==> config.mk <==
export PLATFORM = sky130hd
export DESIGN_NAME = command_queue_ack_retry_unit
export DESIGN_NICKNAME = d
export VERILOG_FILES = /design/src/rtl/core/cqar_pkg.sv /design/src/rtl/core/cqar_cfg.sv /design/src/rtl/core/cqar_store.sv /design/src/rtl/core/command_queue_ack_retry_unit.sv
export SDC_FILE = /design/constraint.sdc
export NUM_CORES = 2
export LEC_CHECK = 0
export ABC_CLOCK_PERIOD_IN_PS = 7900
export BUFFER_PORTS_ARGS = -buffer_cell sky130_fd_sc_hd__buf_4
export CORE_UTILIZATION = 35
export DETAILED_ROUTE_END_ITERATION = 7
export HOLD_SLACK_MARGIN = 0.1
export REMOVE_ABC_BUFFERS = 1
export SYNTH_ARGS = -nofsm -noshare
export SYNTH_HDL_FRONTEND = slang
export SYNTH_SLANG_ARGS = --single-unit
==> constraint.sdc <==
create_clock -name clk -period 7.9 [get_ports clk]
set_clock_uncertainty 0.1 [all_clocks]
set_input_delay 2.37 -clock clk [delete_from_list [all_inputs] [get_ports clk]]
set_output_delay 2.37 -clock clk [all_outputs]
set_load 0.01 [all_outputs]
==> src/rtl/core/cqar_pkg.sv <==
// ----------------------------------------------------------------------------
// cqar_pkg
// Shared codes, register indexes and control types of the command queue
// with acknowledge and retry.
// ----------------------------------------------------------------------------
package cqar_pkg;

  // request codes carried in s_tuser
  localparam logic [1:0] REQ_ENQ  = 2'd0;
  localparam logic [1:0] REQ_SVC  = 2'd1;
  localparam logic [1:0] REQ_RESP = 2'd2;
  localparam logic [1:0] REQ_TICK = 2'd3;

  // result kinds carried in m_tuser
  localparam logic [1:0] KIND_TX     = 2'd0;
  localparam logic [1:0] KIND_STATUS = 2'd1;
  localparam logic [1:0] KIND_DONE   = 2'd2;

  // configuration register indexes
  localparam int unsigned CFG_IDX_W = 3;
  localparam logic [CFG_IDX_W-1:0] REG_ACK_CODE     = 3'd0;
  localparam logic [CFG_IDX_W-1:0] REG_TYPE_BINARY  = 3'd1;
  localparam logic [CFG_IDX_W-1:0] REG_TYPE_DIMMER  = 3'd2;
  localparam logic [CFG_IDX_W-1:0] REG_TYPE_CURTAIN = 3'd3;
  localparam logic [CFG_IDX_W-1:0] REG_TYPE_THERMO  = 3'd4;
  localparam logic [CFG_IDX_W-1:0] REG_TYPE_RGB     = 3'd5;
  localparam logic [CFG_IDX_W-1:0] REG_TIMEOUT      = 3'd6;
  localparam logic [CFG_IDX_W-1:0] REG_MAX_ATTEMPTS = 3'd7;

  // ACK byte positions per command type
  localparam logic [7:0] POS_BINARY  = 8'd3;
  localparam logic [7:0] POS_DIMMER  = 8'd3;
  localparam logic [7:0] POS_CURTAIN = 8'd3;
  localparam logic [7:0] POS_THERMO  = 8'd18;
  localparam logic [7:0] POS_RGB     = 8'd5;

  // register reset values
  localparam logic [7:0] ACK_CODE_RST     = 8'd6;
  localparam logic [7:0] TIMEOUT_RST      = 8'd10;
  localparam logic [3:0] MAX_ATTEMPTS_RST = 4'd4;

  typedef struct packed {
    logic [7:0] ack_code;
    logic [7:0] timeout_ticks;
    logic [3:0] max_attempts;
  } cqar_cfg_t;

  typedef struct packed {
    logic slot_we;
    logic pay_we;
    logic slot_re;
    logic pay_re;
  } cqar_mem_ctl_t;

endpackage

==> src/rtl/core/cqar_cfg.sv <==
// ----------------------------------------------------------------------------
// cqar_cfg
// Configuration registers and the type to ACK position lookup.
// ----------------------------------------------------------------------------
module cqar_cfg (
  input  logic                           clk,
  input  logic                           rst,
  input  logic                           we,
  input  logic [cqar_pkg::CFG_IDX_W-1:0] index,
  input  logic [7:0]                     data,
  input  logic [7:0]                     lookup_type,
  output logic                           lookup_hit,
  output logic [7:0]                     lookup_pos,
  output cqar_pkg::cqar_cfg_t            cfg
);

  logic [7:0] ack_code;
  logic [7:0] type_binary;
  logic [7:0] type_dimmer;
  logic [7:0] type_curtain;
  logic [7:0] type_thermo;
  logic [7:0] type_rgb;
  logic [7:0] timeout_ticks;
  logic [3:0] max_attempts;

  always_ff @(posedge clk) begin
    if (rst) begin
      ack_code      <= cqar_pkg::ACK_CODE_RST;
      type_binary   <= '0;
      type_dimmer   <= '0;
      type_curtain  <= '0;
      type_thermo   <= '0;
      type_rgb      <= '0;
      timeout_ticks <= cqar_pkg::TIMEOUT_RST;
      max_attempts  <= cqar_pkg::MAX_ATTEMPTS_RST;
    end else if (we) begin
      unique case (index)
        cqar_pkg::REG_ACK_CODE:     ack_code      <= data;
        cqar_pkg::REG_TYPE_BINARY:  type_binary   <= data;
        cqar_pkg::REG_TYPE_DIMMER:  type_dimmer   <= data;
        cqar_pkg::REG_TYPE_CURTAIN: type_curtain  <= data;
        cqar_pkg::REG_TYPE_THERMO:  type_thermo   <= data;
        cqar_pkg::REG_TYPE_RGB:     type_rgb      <= data;
        cqar_pkg::REG_TIMEOUT:      timeout_ticks <= data;
        cqar_pkg::REG_MAX_ATTEMPTS: max_attempts  <= data[3:0];
        default: ;
      endcase
    end
  end

  // first matching register wins
  always_comb begin
    lookup_hit = 1'b1;
    lookup_pos = '0;
    priority if (lookup_type == type_binary)  lookup_pos = cqar_pkg::POS_BINARY;
    else if (lookup_type == type_dimmer)      lookup_pos = cqar_pkg::POS_DIMMER;
    else if (lookup_type == type_curtain)     lookup_pos = cqar_pkg::POS_CURTAIN;
    else if (lookup_type == type_thermo)      lookup_pos = cqar_pkg::POS_THERMO;
    else if (lookup_type == type_rgb)         lookup_pos = cqar_pkg::POS_RGB;
    else                                      lookup_hit = 1'b0;
  end

  assign cfg.ack_code      = ack_code;
  assign cfg.timeout_ticks = timeout_ticks;
  assign cfg.max_attempts  = max_attempts;

endmodule

==> src/rtl/core/cqar_store.sv <==
// ----------------------------------------------------------------------------
// cqar_store
// Slot memories: type and length per slot, payload bytes per slot and
// index. Written at the tail slot, read at the head slot, registered read.
// ----------------------------------------------------------------------------
module cqar_store #(
  parameter int unsigned QUEUE_DEPTH = 8,
  parameter int unsigned MAX_PAYLOAD = 16
) (
  input  logic                       clk,
  input  cqar_pkg::cqar_mem_ctl_t    ctl,
  input  logic [$clog2(QUEUE_DEPTH)-1:0] wr_slot,
  input  logic [((MAX_PAYLOAD > 1) ? $clog2(MAX_PAYLOAD) : 1)-1:0] wr_idx,
  input  logic [7:0]                 wr_type,
  input  logic [$clog2(MAX_PAYLOAD+1)-1:0] wr_len,
  input  logic [7:0]                 wr_byte,
  input  logic [$clog2(QUEUE_DEPTH)-1:0] rd_slot,
  input  logic [((MAX_PAYLOAD > 1) ? $clog2(MAX_PAYLOAD) : 1)-1:0] rd_idx,
  output logic [7:0]                 rd_type,
  output logic [$clog2(MAX_PAYLOAD+1)-1:0] rd_len,
  output logic [7:0]                 rd_byte
);

  localparam int unsigned IDX_W     = (MAX_PAYLOAD > 1) ? $clog2(MAX_PAYLOAD) : 1;
  localparam int unsigned LEN_W     = $clog2(MAX_PAYLOAD + 1);
  localparam int unsigned PAY_DEPTH = QUEUE_DEPTH << IDX_W;

  logic [7:0]       type_mem [QUEUE_DEPTH];
  logic [LEN_W-1:0] len_mem  [QUEUE_DEPTH];
  logic [7:0]       pay_mem  [PAY_DEPTH];

  always_ff @(posedge clk) begin
    if (ctl.slot_we) begin
      type_mem[wr_slot] <= wr_type;
      len_mem[wr_slot]  <= wr_len;
    end
    if (ctl.slot_re) begin
      rd_type <= type_mem[rd_slot];
      rd_len  <= len_mem[rd_slot];
    end
  end

  always_ff @(posedge clk) begin
    if (ctl.pay_we) begin
      pay_mem[{wr_slot, wr_idx}] <= wr_byte;
    end
    if (ctl.pay_re) begin
      rd_byte <= pay_mem[{rd_slot, rd_idx}];
    end
  end

endmodule

==> src/rtl/core/command_queue_ack_retry_unit.sv <==
// ----------------------------------------------------------------------------
// command_queue_ack_retry_unit
// Ring queue of bus commands with stop-and-wait send, ACK check and retry.
// ----------------------------------------------------------------------------
// The result of a last enqueue byte or a finishing tick appears on the
// output register the cycle after the item is accepted.
// A send (service or retry tick) reads the slot memory first: the type byte
// moves from the slot read register to the output register, then payload
// bytes follow from the payload memory, one per cycle unless output stalls.
// Reset clears pointers, counters and the send state; the slot memories are
// not cleared and need no clearing pass.
// ----------------------------------------------------------------------------
module command_queue_ack_retry_unit #(
  parameter int unsigned QUEUE_DEPTH = 8,
  parameter int unsigned MAX_PAYLOAD = 16
) (
  input  logic        clk,
  input  logic        rst,
  // configuration write channel
  input  logic        cfg_valid,
  output logic        cfg_ready,
  input  logic [cqar_pkg::CFG_IDX_W-1:0] cfg_index,
  input  logic [7:0]  cfg_data,
  // request stream
  input  logic        s_tvalid,
  output logic        s_tready,
  // [7:0] cmd_type, [15:8] data_byte, [16] data_present,
  // [24:17] resp_byte, [32:25] resp_index, [39:33] zero
  input  logic [39:0] s_tdata,
  input  logic        s_tlast,   // data_last
  input  logic [1:0]  s_tuser,   // [1:0] req_type
  // result stream
  output logic        m_tvalid,
  input  logic        m_tready,
  // [7:0] tx_byte, [8] tx_is_type, [9] enq_accepted, [10] done_acked,
  // [15:11] zero
  output logic [15:0] m_tdata,
  output logic        m_tlast,   // tx_last
  output logic [1:0]  m_tuser    // [1:0] out_kind
);

  localparam int unsigned PTR_W = $clog2(QUEUE_DEPTH);
  localparam int unsigned CNT_W = $clog2(QUEUE_DEPTH + 1);
  localparam int unsigned IDX_W = (MAX_PAYLOAD > 1) ? $clog2(MAX_PAYLOAD) : 1;
  localparam int unsigned LEN_W = $clog2(MAX_PAYLOAD + 1);

  typedef enum logic [1:0] {
    ST_IDLE,
    ST_HDR,
    ST_PAY
  } state_t;

  state_t                  state;
  logic [PTR_W-1:0]        head_ptr;
  logic [PTR_W-1:0]        tail_ptr;
  logic [CNT_W-1:0]        entry_count;
  logic [LEN_W-1:0]        build_length;
  logic                    waiting;
  logic                    ack_seen;
  logic [3:0]              attempts_done;
  logic [7:0]              ticks_left;
  logic [7:0]              ack_position;
  logic                    send_first;
  logic [LEN_W-1:0]        send_len;
  logic [IDX_W-1:0]        send_idx;

  logic [1:0]              out_kind;
  logic [7:0]              tx_byte;
  logic                    tx_is_type;
  logic                    tx_last;
  logic                    enq_accepted;
  logic                    done_acked;

  // input fields
  logic [1:0]              req_type;
  logic [7:0]              cmd_type;
  logic [7:0]              data_byte;
  logic                    data_present;
  logic                    data_last;
  logic [7:0]              resp_byte;
  logic [7:0]              resp_index;

  cqar_pkg::cqar_cfg_t     cfg;
  cqar_pkg::cqar_mem_ctl_t mem_ctl;
  logic                    lookup_hit;
  logic [7:0]              lookup_pos;
  logic [7:0]              rd_type;
  logic [LEN_W-1:0]        rd_len;
  logic [7:0]              rd_byte;
  logic [IDX_W-1:0]        rd_idx;

  logic                    out_free;
  logic                    accept;
  logic                    queue_full;
  logic                    byte_count;
  logic                    commit;
  logic [LEN_W-1:0]        wr_len;
  logic                    service_go;
  logic                    tick_go;
  logic                    tick_expire;
  logic [3:0]              attempt_limit;
  logic                    retry_go;
  logic                    hdr_emit;
  logic                    pay_emit;
  logic                    pay_last;

  assign req_type     = s_tuser;
  assign cmd_type     = s_tdata[7:0];
  assign data_byte    = s_tdata[15:8];
  assign data_present = s_tdata[16];
  assign resp_byte    = s_tdata[24:17];
  assign resp_index   = s_tdata[32:25];
  assign data_last    = s_tlast;

  assign cfg_ready = 1'b1;

  assign out_free   = !m_tvalid || m_tready;
  assign s_tready   = (state == ST_IDLE) && out_free;
  assign accept     = s_tvalid && s_tready;
  assign queue_full = (entry_count == CNT_W'(QUEUE_DEPTH));

  assign byte_count = accept && (req_type == cqar_pkg::REQ_ENQ) && data_present &&
                      (build_length < LEN_W'(MAX_PAYLOAD));
  assign commit     = accept && (req_type == cqar_pkg::REQ_ENQ) && data_last;
  assign wr_len     = byte_count ? build_length + 1'b1 : build_length;

  assign service_go = accept && (req_type == cqar_pkg::REQ_SVC) && !waiting &&
                      (entry_count != '0);
  assign tick_go    = accept && (req_type == cqar_pkg::REQ_TICK) && waiting;
  // timeout of zero behaves as one: a single tick expires it
  assign tick_expire   = tick_go && !ack_seen && (ticks_left <= 8'd1);
  assign attempt_limit = (cfg.max_attempts == '0) ? 4'd1 : cfg.max_attempts;
  assign retry_go      = tick_expire && (attempts_done < attempt_limit);

  assign hdr_emit = (state == ST_HDR) && out_free;
  assign pay_emit = (state == ST_PAY) && out_free;
  assign pay_last = ((LEN_W'(send_idx) + 1'b1) == send_len);
  assign rd_idx   = (state == ST_HDR) ? '0 : send_idx + 1'b1;

  assign mem_ctl.slot_we = commit && !queue_full;
  assign mem_ctl.pay_we  = byte_count && !queue_full;
  assign mem_ctl.slot_re = service_go || retry_go;
  assign mem_ctl.pay_re  = (hdr_emit && (rd_len != '0)) || (pay_emit && !pay_last);

  cqar_cfg u_cfg (
    .clk         (clk),
    .rst         (rst),
    .we          (cfg_valid),
    .index       (cfg_index),
    .data        (cfg_data),
    .lookup_type (rd_type),
    .lookup_hit  (lookup_hit),
    .lookup_pos  (lookup_pos),
    .cfg         (cfg)
  );

  cqar_store #(
    .QUEUE_DEPTH (QUEUE_DEPTH),
    .MAX_PAYLOAD (MAX_PAYLOAD)
  ) u_store (
    .clk     (clk),
    .ctl     (mem_ctl),
    .wr_slot (tail_ptr),
    .wr_idx  (build_length[IDX_W-1:0]),
    .wr_type (cmd_type),
    .wr_len  (wr_len),
    .wr_byte (data_byte),
    .rd_slot (head_ptr),
    .rd_idx  (rd_idx),
    .rd_type (rd_type),
    .rd_len  (rd_len),
    .rd_byte (rd_byte)
  );

  always_ff @(posedge clk) begin
    if (rst) begin
      state         <= ST_IDLE;
      head_ptr      <= '0;
      tail_ptr      <= '0;
      entry_count   <= '0;
      build_length  <= '0;
      waiting       <= 1'b0;
      ack_seen      <= 1'b1;
      attempts_done <= '0;
      ticks_left    <= '0;
      ack_position  <= '0;
      send_first    <= 1'b0;
      m_tvalid      <= 1'b0;
    end else begin
      if (m_tvalid && m_tready) begin
        m_tvalid <= 1'b0;
      end

      unique case (state)
        ST_IDLE: begin
          if (accept) begin
            unique case (req_type)
              cqar_pkg::REQ_ENQ: begin
                if (commit) begin
                  build_length <= '0;
                  if (!queue_full) begin
                    tail_ptr    <= (tail_ptr == PTR_W'(QUEUE_DEPTH - 1)) ?
                                   '0 : tail_ptr + 1'b1;
                    entry_count <= entry_count + 1'b1;
                  end
                  m_tvalid     <= 1'b1;
                  out_kind     <= cqar_pkg::KIND_STATUS;
                  tx_byte      <= '0;
                  tx_is_type   <= 1'b0;
                  tx_last      <= 1'b0;
                  enq_accepted <= !queue_full;
                  done_acked   <= 1'b0;
                end else if (byte_count) begin
                  build_length <= build_length + 1'b1;
                end
              end
              cqar_pkg::REQ_SVC: begin
                if (service_go) begin
                  waiting       <= 1'b1;
                  attempts_done <= 4'd1;
                  ticks_left    <= cfg.timeout_ticks;
                  ack_seen      <= 1'b0;
                  send_first    <= 1'b1;
                  state         <= ST_HDR;
                end
              end
              cqar_pkg::REQ_RESP: begin
                if (waiting && (resp_index == ack_position) &&
                    (resp_byte == cfg.ack_code)) begin
                  ack_seen <= 1'b1;
                end
              end
              cqar_pkg::REQ_TICK: begin
                if (tick_go) begin
                  if (!ack_seen && !tick_expire) begin
                    ticks_left <= ticks_left - 1'b1;
                  end else if (retry_go) begin
                    // resend the head command
                    attempts_done <= attempts_done + 1'b1;
                    ticks_left    <= cfg.timeout_ticks;
                    ack_seen      <= 1'b0;
                    send_first    <= 1'b0;
                    state         <= ST_HDR;
                  end else begin
                    // finish: acknowledged, or dropped after the last send
                    if (!ack_seen) ticks_left <= '0;
                    head_ptr    <= (head_ptr == PTR_W'(QUEUE_DEPTH - 1)) ?
                                   '0 : head_ptr + 1'b1;
                    if (entry_count != '0) entry_count <= entry_count - 1'b1;
                    waiting      <= 1'b0;
                    ack_seen     <= 1'b0;
                    m_tvalid     <= 1'b1;
                    out_kind     <= cqar_pkg::KIND_DONE;
                    tx_byte      <= '0;
                    tx_is_type   <= 1'b0;
                    tx_last      <= 1'b0;
                    enq_accepted <= 1'b0;
                    done_acked   <= ack_seen;
                  end
                end
              end
              default: ;
            endcase
          end
        end

        ST_HDR: begin
          if (hdr_emit) begin
            // an unknown type keeps the previous position
            if (send_first && lookup_hit) ack_position <= lookup_pos;
            send_len     <= rd_len;
            send_idx     <= '0;
            m_tvalid     <= 1'b1;
            out_kind     <= cqar_pkg::KIND_TX;
            tx_byte      <= rd_type;
            tx_is_type   <= 1'b1;
            tx_last      <= (rd_len == '0);
            enq_accepted <= 1'b0;
            done_acked   <= 1'b0;
            state        <= (rd_len == '0) ? ST_IDLE : ST_PAY;
          end
        end

        ST_PAY: begin
          if (pay_emit) begin
            m_tvalid     <= 1'b1;
            out_kind     <= cqar_pkg::KIND_TX;
            tx_byte      <= rd_byte;
            tx_is_type   <= 1'b0;
            tx_last      <= pay_last;
            enq_accepted <= 1'b0;
            done_acked   <= 1'b0;
            if (pay_last) begin
              state <= ST_IDLE;
            end else begin
              send_idx <= send_idx + 1'b1;
            end
          end
        end

        default: state <= ST_IDLE;
      endcase
    end
  end

  assign m_tdata = {5'd0, done_acked, enq_accepted, tx_is_type, tx_byte};
  assign m_tlast = tx_last;
  assign m_tuser = out_kind;

endmodule
Word level (Yosys, flattened, before mapping)
Memories as Yosys holds them, arrays and structs flattened. A register that Yosys moved wholly into a read port is not among the register bits.
Index checks and enable logic that the tools add are counted.
{ "op_classes": {"mux": 115, "n_eq_ne": 46, "reduce_logical": 67, "add_sub_neg": 9, "order_cmp": 3, "bitwise": 4} }
{ "op_table": {"columns": ["operator", "n"], "rows": [
  ["$mux W8", 16],
  ["$mux W4", 15],
  ["$eq A8 B8 Y1", 7],
  ["$mux W1", 41],
  ["$mux W2", 16],
  ["$pmux W8 S2", 2],
  ["$ne A2 B2 Y1 const B", 14],
  ["$logic_and A1 B1 Y1", 25],
  ["$pmux W4 S2", 3],
  ["$pmux W8 S3", 1],
  ["$reduce_and A7 Y1", 3],
  ["$eq A3 B3 Y1 const B", 6],
  ["$ne A3 B3 Y1 const B", 6],
  ["$pmux W1 S3", 6],
  ["$reduce_and A9 Y1", 2],
  ["$reduce_and A2 Y1", 8],
  ["$add A4 B1 Y4 const B", 3],
  ["$pmux W1 S2", 6],
  ["$pmux W2 S3", 2],
  ["$reduce_and A6 Y1", 2],
  ["$mux W5", 2],
  ["$reduce_and A10 Y1", 1],
  ["$reduce_and A5 Y1", 2],
  ["$mux W3", 3],
  ["other kinds (29)", 52]
]} }
{ "totals": {"word_cells": 275, "mem_count": 3, "input_bits": 59, "regBits": 124, "ram_bits": 1128, "out_inout_bits": 22} }
{ "mem_list": {"columns": ["name", "depth", "word_bits", "rd", "rd_clocked_by_memory_dff", "write_ports", "line_no", "rtl"], "rows": [
  ["u_store.pay_mem", 128, 8, 1, 1, 1, "cqar_store.sv:30", "logic [7:0] pay_mem [PAY_DEPTH];"],
  ["u_store.type_mem", 8, 8, 1, 1, 1, "cqar_store.sv:28", "logic [7:0] type_mem [QUEUE_DEPTH];"],
  ["u_store.len_mem", 8, 5, 1, 1, 1, "cqar_store.sv:29", "logic [LEN_W-1:0] len_mem [QUEUE_DEPTH];"]
]} }

Longest topological paths before layout
{ "logic_depth": {"word_depth": 15, "depth_mapped": 13} }

Modules after synthesis
A second synthesis with hierarchy kept.
{ "unflattened": {"hier_cells": 2566, "area_unflattened_um2": 50726.2} }
{ "modules_own_cells": {"columns": ["mod", "area_per_inst_um2", "n_inst", "seq_area_each_um2", "cells_each"], "rows": [
  ["cqar_store", 44062.3, 1, 34503.1, 1807],
  ["command_queue_ack_retry_unit", 3875.0, 1, 1511.4, 421],
  ["cqar_cfg", 2788.9, 1, 1201.2, 338]
]} }

Worst setup path after synthesis
Ideal clock, no wire load.
{ "synth_timing": {"path_kind": "input -> register", "from": "input m_tready", "to": "register done_acked, enable pin", "t_arrival_ps": 5902, "setup_time_ps": 463, "path_stages": 9, "required_time_ps": 7337, "slack_ps": 1435, "cell_sequence": "nand2b_1 > buf_2 > and3_1 > clkbuf_1 > a41o_1 > a31oi_1 > nor3_1 > o21ai_0 > a2111oi_0"} }
{ "synth_via": {"elab_chain_len": 11, "elab_cells_between_ends": 22, "classes_between": "7 x eq/ne; 15 x reduce/logical"} }
{ "synth_lines": {"columns": ["item", "line_no", "rtl"], "rows": [
  ["start, declared", "command_queue_ack_retry_unit.sv:34", "input logic m_tready,"],
  ["$logic_or A1 B1 Y1 *", "command_queue_ack_retry_unit.sv:117", "assign out_free = !m_tvalid || m_tready;"],
  ["$logic_and A1 B1 Y1", "command_queue_ack_retry_unit.sv:118", "assign s_tready = (state == ST_IDLE) && out_free;"],
  ["$logic_and A1 B1 Y1", "command_queue_ack_retry_unit.sv:119", "assign accept = s_tvalid && s_tready;"],
  ["$logic_and A1 B1 Y1 (2 in a row)", "command_queue_ack_retry_unit.sv:129", "assign tick_go = accept && (req_type == cqar_pkg::REQ_TICK) && waiting;"],
  ["$logic_and A1 B1 Y1 (2 in a row)", "command_queue_ack_retry_unit.sv:131", "assign tick_expire = tick_go && !ack_seen && (ticks_left <= 8'd1);"],
  ["$logic_not A1 Y1", "command_queue_ack_retry_unit.sv:235", "if (!ack_seen && !tick_expire) begin"],
  ["$logic_and A1 B1 Y1", "command_queue_ack_retry_unit.sv:235", null],
  ["$ne A3 B3 Y1 (no line)", null, null],
  ["$reduce_and A10 Y1 (no line) *", null, null],
  ["end signal, assigned", "command_queue_ack_retry_unit.sv:258", "done_acked <= ack_seen;"],
  ["end, declared", "command_queue_ack_retry_unit.sv:72", "logic done_acked;"]
]} }
Every way passes the cells marked *; elsewhere a longest branch is shown, timed or not.
A chain may end at the register's enable or synchronous reset.

Worst setup path in the final report
{ "layout_timing": {"from": "input m_tready", "to": "output s_tready"} }
{ "layout_via": {"elab_chain_len": 2} }
{ "layout_lines": {"columns": ["item", "line_no", "rtl"], "rows": [
  ["$logic_or A1 B1 Y1", "command_queue_ack_retry_unit.sv:117", null],
  ["$logic_and A1 B1 Y1", "command_queue_ack_retry_unit.sv:118", null],
  ["end, declared", "command_queue_ack_retry_unit.sv:26", "output logic s_tready,"]
]} }
No other way between the ends.

==> run_results.csv <==
group,metric,value,unit
setup_path,cp_max_fo,10,
yosys,ys_seq_area_share,72.3,%
yosys,synth_top_area_cell,"edfxtp_1",
yosys,ys_ff_latch,1269,
detailed_routing,wirelength,136000,µm
cells_and_area,drive_gt1_share,11.2,%
setup_path,cp_num_buf_inv,2,
clock_tree,htreeDepth,4,
pwr,powerDensity,284,mW/mm²
floorplan,pin_count,81,
detailed_routing,ant_nets,0,
grt,antenna_found_initial,9,
yosys,synth_warnings,0,
grt,grt_pass1_wl,199000,µm
setup_path,reg2reg_depth,11,
sta,setup_violations,0,
sta,fin_crit,5.74,ns
grt,grt_max_degree,128,
setup_path,cp_common_cell,"buf_4",
yosys,synthDistinctLibCells,74,
sta,max_freq,174,MHz
yosys,ys.flop_type,"edfxtp_1",
floorplan,core.rowCount,140,
worst_hold_path,hold_path.class,"reg -> reg",
placement,pre_cts_slack,1.58,ns
cells_and_area,regMostFlops,"u_store.pay_mem",
sta,fin_tns_setup,0,ns
yosys,syn-mean-instance-area,14.3,µm²
yosys,async_flop_share,0,%
placement,gp_congestion,0.860,
setup_path,cp_slowest_cell,"and2_1",
detailed_routing,drcViolationCount,0,
yosys,yosysTopAreaCellShare,68.5,%
detailed_routing,initialDrtViolationCount,3160,
yosys,synth_area,0.0514,mm²
detailed_routing,wl_per_cell,24.2,µm
sta,rsz0062_at_grt,"false",
pwr,ir_drop,0.174,mV
cells_and_area,largest_register_ffs,1024,
floorplan,die_area,0.148,mm²
yosys,synthCells,3585,
clock_tree,cts.sinks,1269,
grt,overflow,0,
cells_and_area,area_growth_syn_to_layout,13.2,%
setup_path,cp_cell_sequence,"buf_4, nand2b_1, and2_1, buf_4",
placement,placed_cell_area,0.0538,mm²
yosys,synth_edf_count,1172,
clock_tree,ctsHoldBuffers,0,
grt,met3_usage,3.67,%
cells_and_area,utilization,39.9,%
pwr,cellLeakagePower,18.4,nW
clock_tree,postCtsSetupRepairBufs,0,
floorplan,dieHeight,385,µm
cells_and_area,top_regs,"u_store.pay_mem x1024, u_store.type_mem x64, u_store.len_mem x40",
setup_path,worstSetupEndpointType,"primary output",
cells_and_area,seq_area,0.0371,mm²
sta,hold_viol,0,
setup_path,timing_worst_setup_path_type,"in -> out",
clock_tree,clk_pin_slew_worst_paths,0.06,ns
sta,hold_ws,0.357,ns
detailed_routing,dr.pass1.iters,6,
clock_tree,cts_resized,0,
clock_tree,clk_latency,0.77,ns
setup_path,arrival,3.27,ns
detailed_routing,vias,30900,
cells_and_area,final_area,0.0581,mm²
floorplan,core-area,0.146,mm²
grt,grt_usage,18.1,%
outcome,status,"finished clean",
placement,dp_hpwl,80500,µm
setup_path,cp-start-kind,"primary input",
setup_path,rrSetupSlack,2.51,ns
worst_hold_path,hold-path-cell-count,0,
yosys,ys_top_cells_by_area,"edfxtp_1 69%, dfxtp_1 3.8%, mux2i_1 3.2%, nand2_1 2.5%, nor2_1 2.1%",
setup_path,worstPathRequired,5.43,ns
setup_path,cpPeakStageDelay,0.31,ns
floorplan,start_util,35.3,%
cells_and_area,layout_common_cells,"1,172 x edfxtp_1, 328 x nand2_1, 293 x nor2_1, 168 x nor3_1, 165 x mux2i_1",
sta,tightest_slew,1.13,ns
clock_tree,cts_tree,"yes",
cells_and_area,nets,3682,
detailed_routing,post_drt_via_cell_ratio,5.51,
grt,met2_usage,28.4,%
sta,setup_ws,2.16,ns
sta,slew_headroom,24.6,%
cells_and_area,final_common_cell,"edfxtp_1",
cells_and_area,fillers,13300,
grt,met1_usage,25.2,%
grt,grt.busiest_layer,"met2",
sta,slew_viol_final,0,
setup_path,critPathTopFamily,"simple AND/OR/NAND/NOR gates",
setup_path,cp.depth,4,
sta,fin_crit_sh,72.6,%
clock_tree,numCtsBuffers,132,
grt,grt_pass1_vias,29600,
clock_tree,clk_path_buf_depth,3,
clock_tree,root_buffer,"clkbuf_16",
placement,port_buffers,67,
floorplan,fp.dieW,385,µm
cells_and_area,multi_input_area,0.0132,mm²
run,maxCapViolations,0,
-- cell type report --
class	count	area share (%)
Inverter	22	0.142
Clock inverter	68	1.38
Sequential cell	1269	63.9
Timing Repair Buffer	127	1.73
Clock buffer	165	5.99
Tap cell	1917	4.13
Multi-Input combinational cell	2047	22.7
Antenna cell	1	0.00430
-- kinds of logic (layout without fill, tap and decap cells) --
kind of cell | after synthesis | in the layout | synth area share (%)
DFF | 1269 | 1269 | 72.3
adders and majority gates | 24 | 24 | 0.599
AOI/OAI and AO/OA | 707 | 707 | 9.40
other | 2 | 7 | 0.0146
muxes | 233 | 233 | 5.34
xor gates and xnor gates | 70 | 70 | 1.24
buffers and inverters | 273 | 382 | 2.22
and+or+nand+nor | 1007 | 1007 | 8.88
-- layer usage --
layer | up-vias | wire length (µm)
li1 | 13900 | -
met1 | 15500 | 57900
met2 | 1259 | 63300
met3 | 193 | 11500
met4 | 2 | 3400
met5 | - | 13
-- synthesized netlist by cell type (8+ instances only) --
cell type	count
xnor2_1	28
a2111oi_0	15
o21ai_1	10
nand2b_1	13
xor2_1	40
nor3_1	172
a211o_1	14
nand4_1	15
nor2b_1	24
o32a_1	8
o32ai_1	16
a31oi_1	57
o31ai_1	23
inv_1	20
edfxtp_1	1172
buf_2	57
clkbuf_1	158
a22oi_1	11
mux4_2	29
nand2_1	336
dfxtp_1	97
or3_1	14
nand3_1	37
ha_1	23
o22a_1	28
buf_4	11
a211oi_1	69
and4b_1	8
nor2_1	293
o22ai_1	80
o221ai_1	89
o21ai_0	97
a32oi_1	8
buf_1	24
nor4_1	30
o211ai_1	19
mux2i_1	165
and3_1	34
a21oi_1	127
mux2_2	38
-- final timing paths --
kind | from | to
setup reg to reg | state[1] | u_store.rd_byte[1]
hold / removal | u_store.rd_len[0] | send_len[0]
hold reg to reg | u_store.rd_len[0] | send_len[0]
setup / recovery | m_tready | s_tready
-- power breakdown --
part | total [W] | leakage (nW) | internal, W | switching [W]
clock network | 0.00617 | 2.07 | 0.00355 | 0.00262
logic | 0.00288 | 5.00 | 0.000845 | 0.00203
registers | 0.00744 | 11.3 | 0.00740 | 0.0000379
-- worst register-to-register path, cell delays in order (launching register included) --
cell	delay, ns
dfxtp_1	0.33
inv_1	0.16
ha_4	0.63
inv_1	0.74
buf_4	0.48
nand2_4	0.67
buf_12	0.33
nor3_1	0.09
a211oi_1	0.36
nor4_1	0.11
a2111oi_0	0.74
and4b_1	0.45
-- stage by stage --
stage	power, W	std cells
6_report	0.0165	5616
5_1_grt	0.0170	5615
4_1_cts	0.0166	5615
3_5_place_dp	0.0104	5382
3_3_place_gp	0.0104	5382
2_1_floorplan	0.00933	3338
Power figures use the tool's default switching activity.
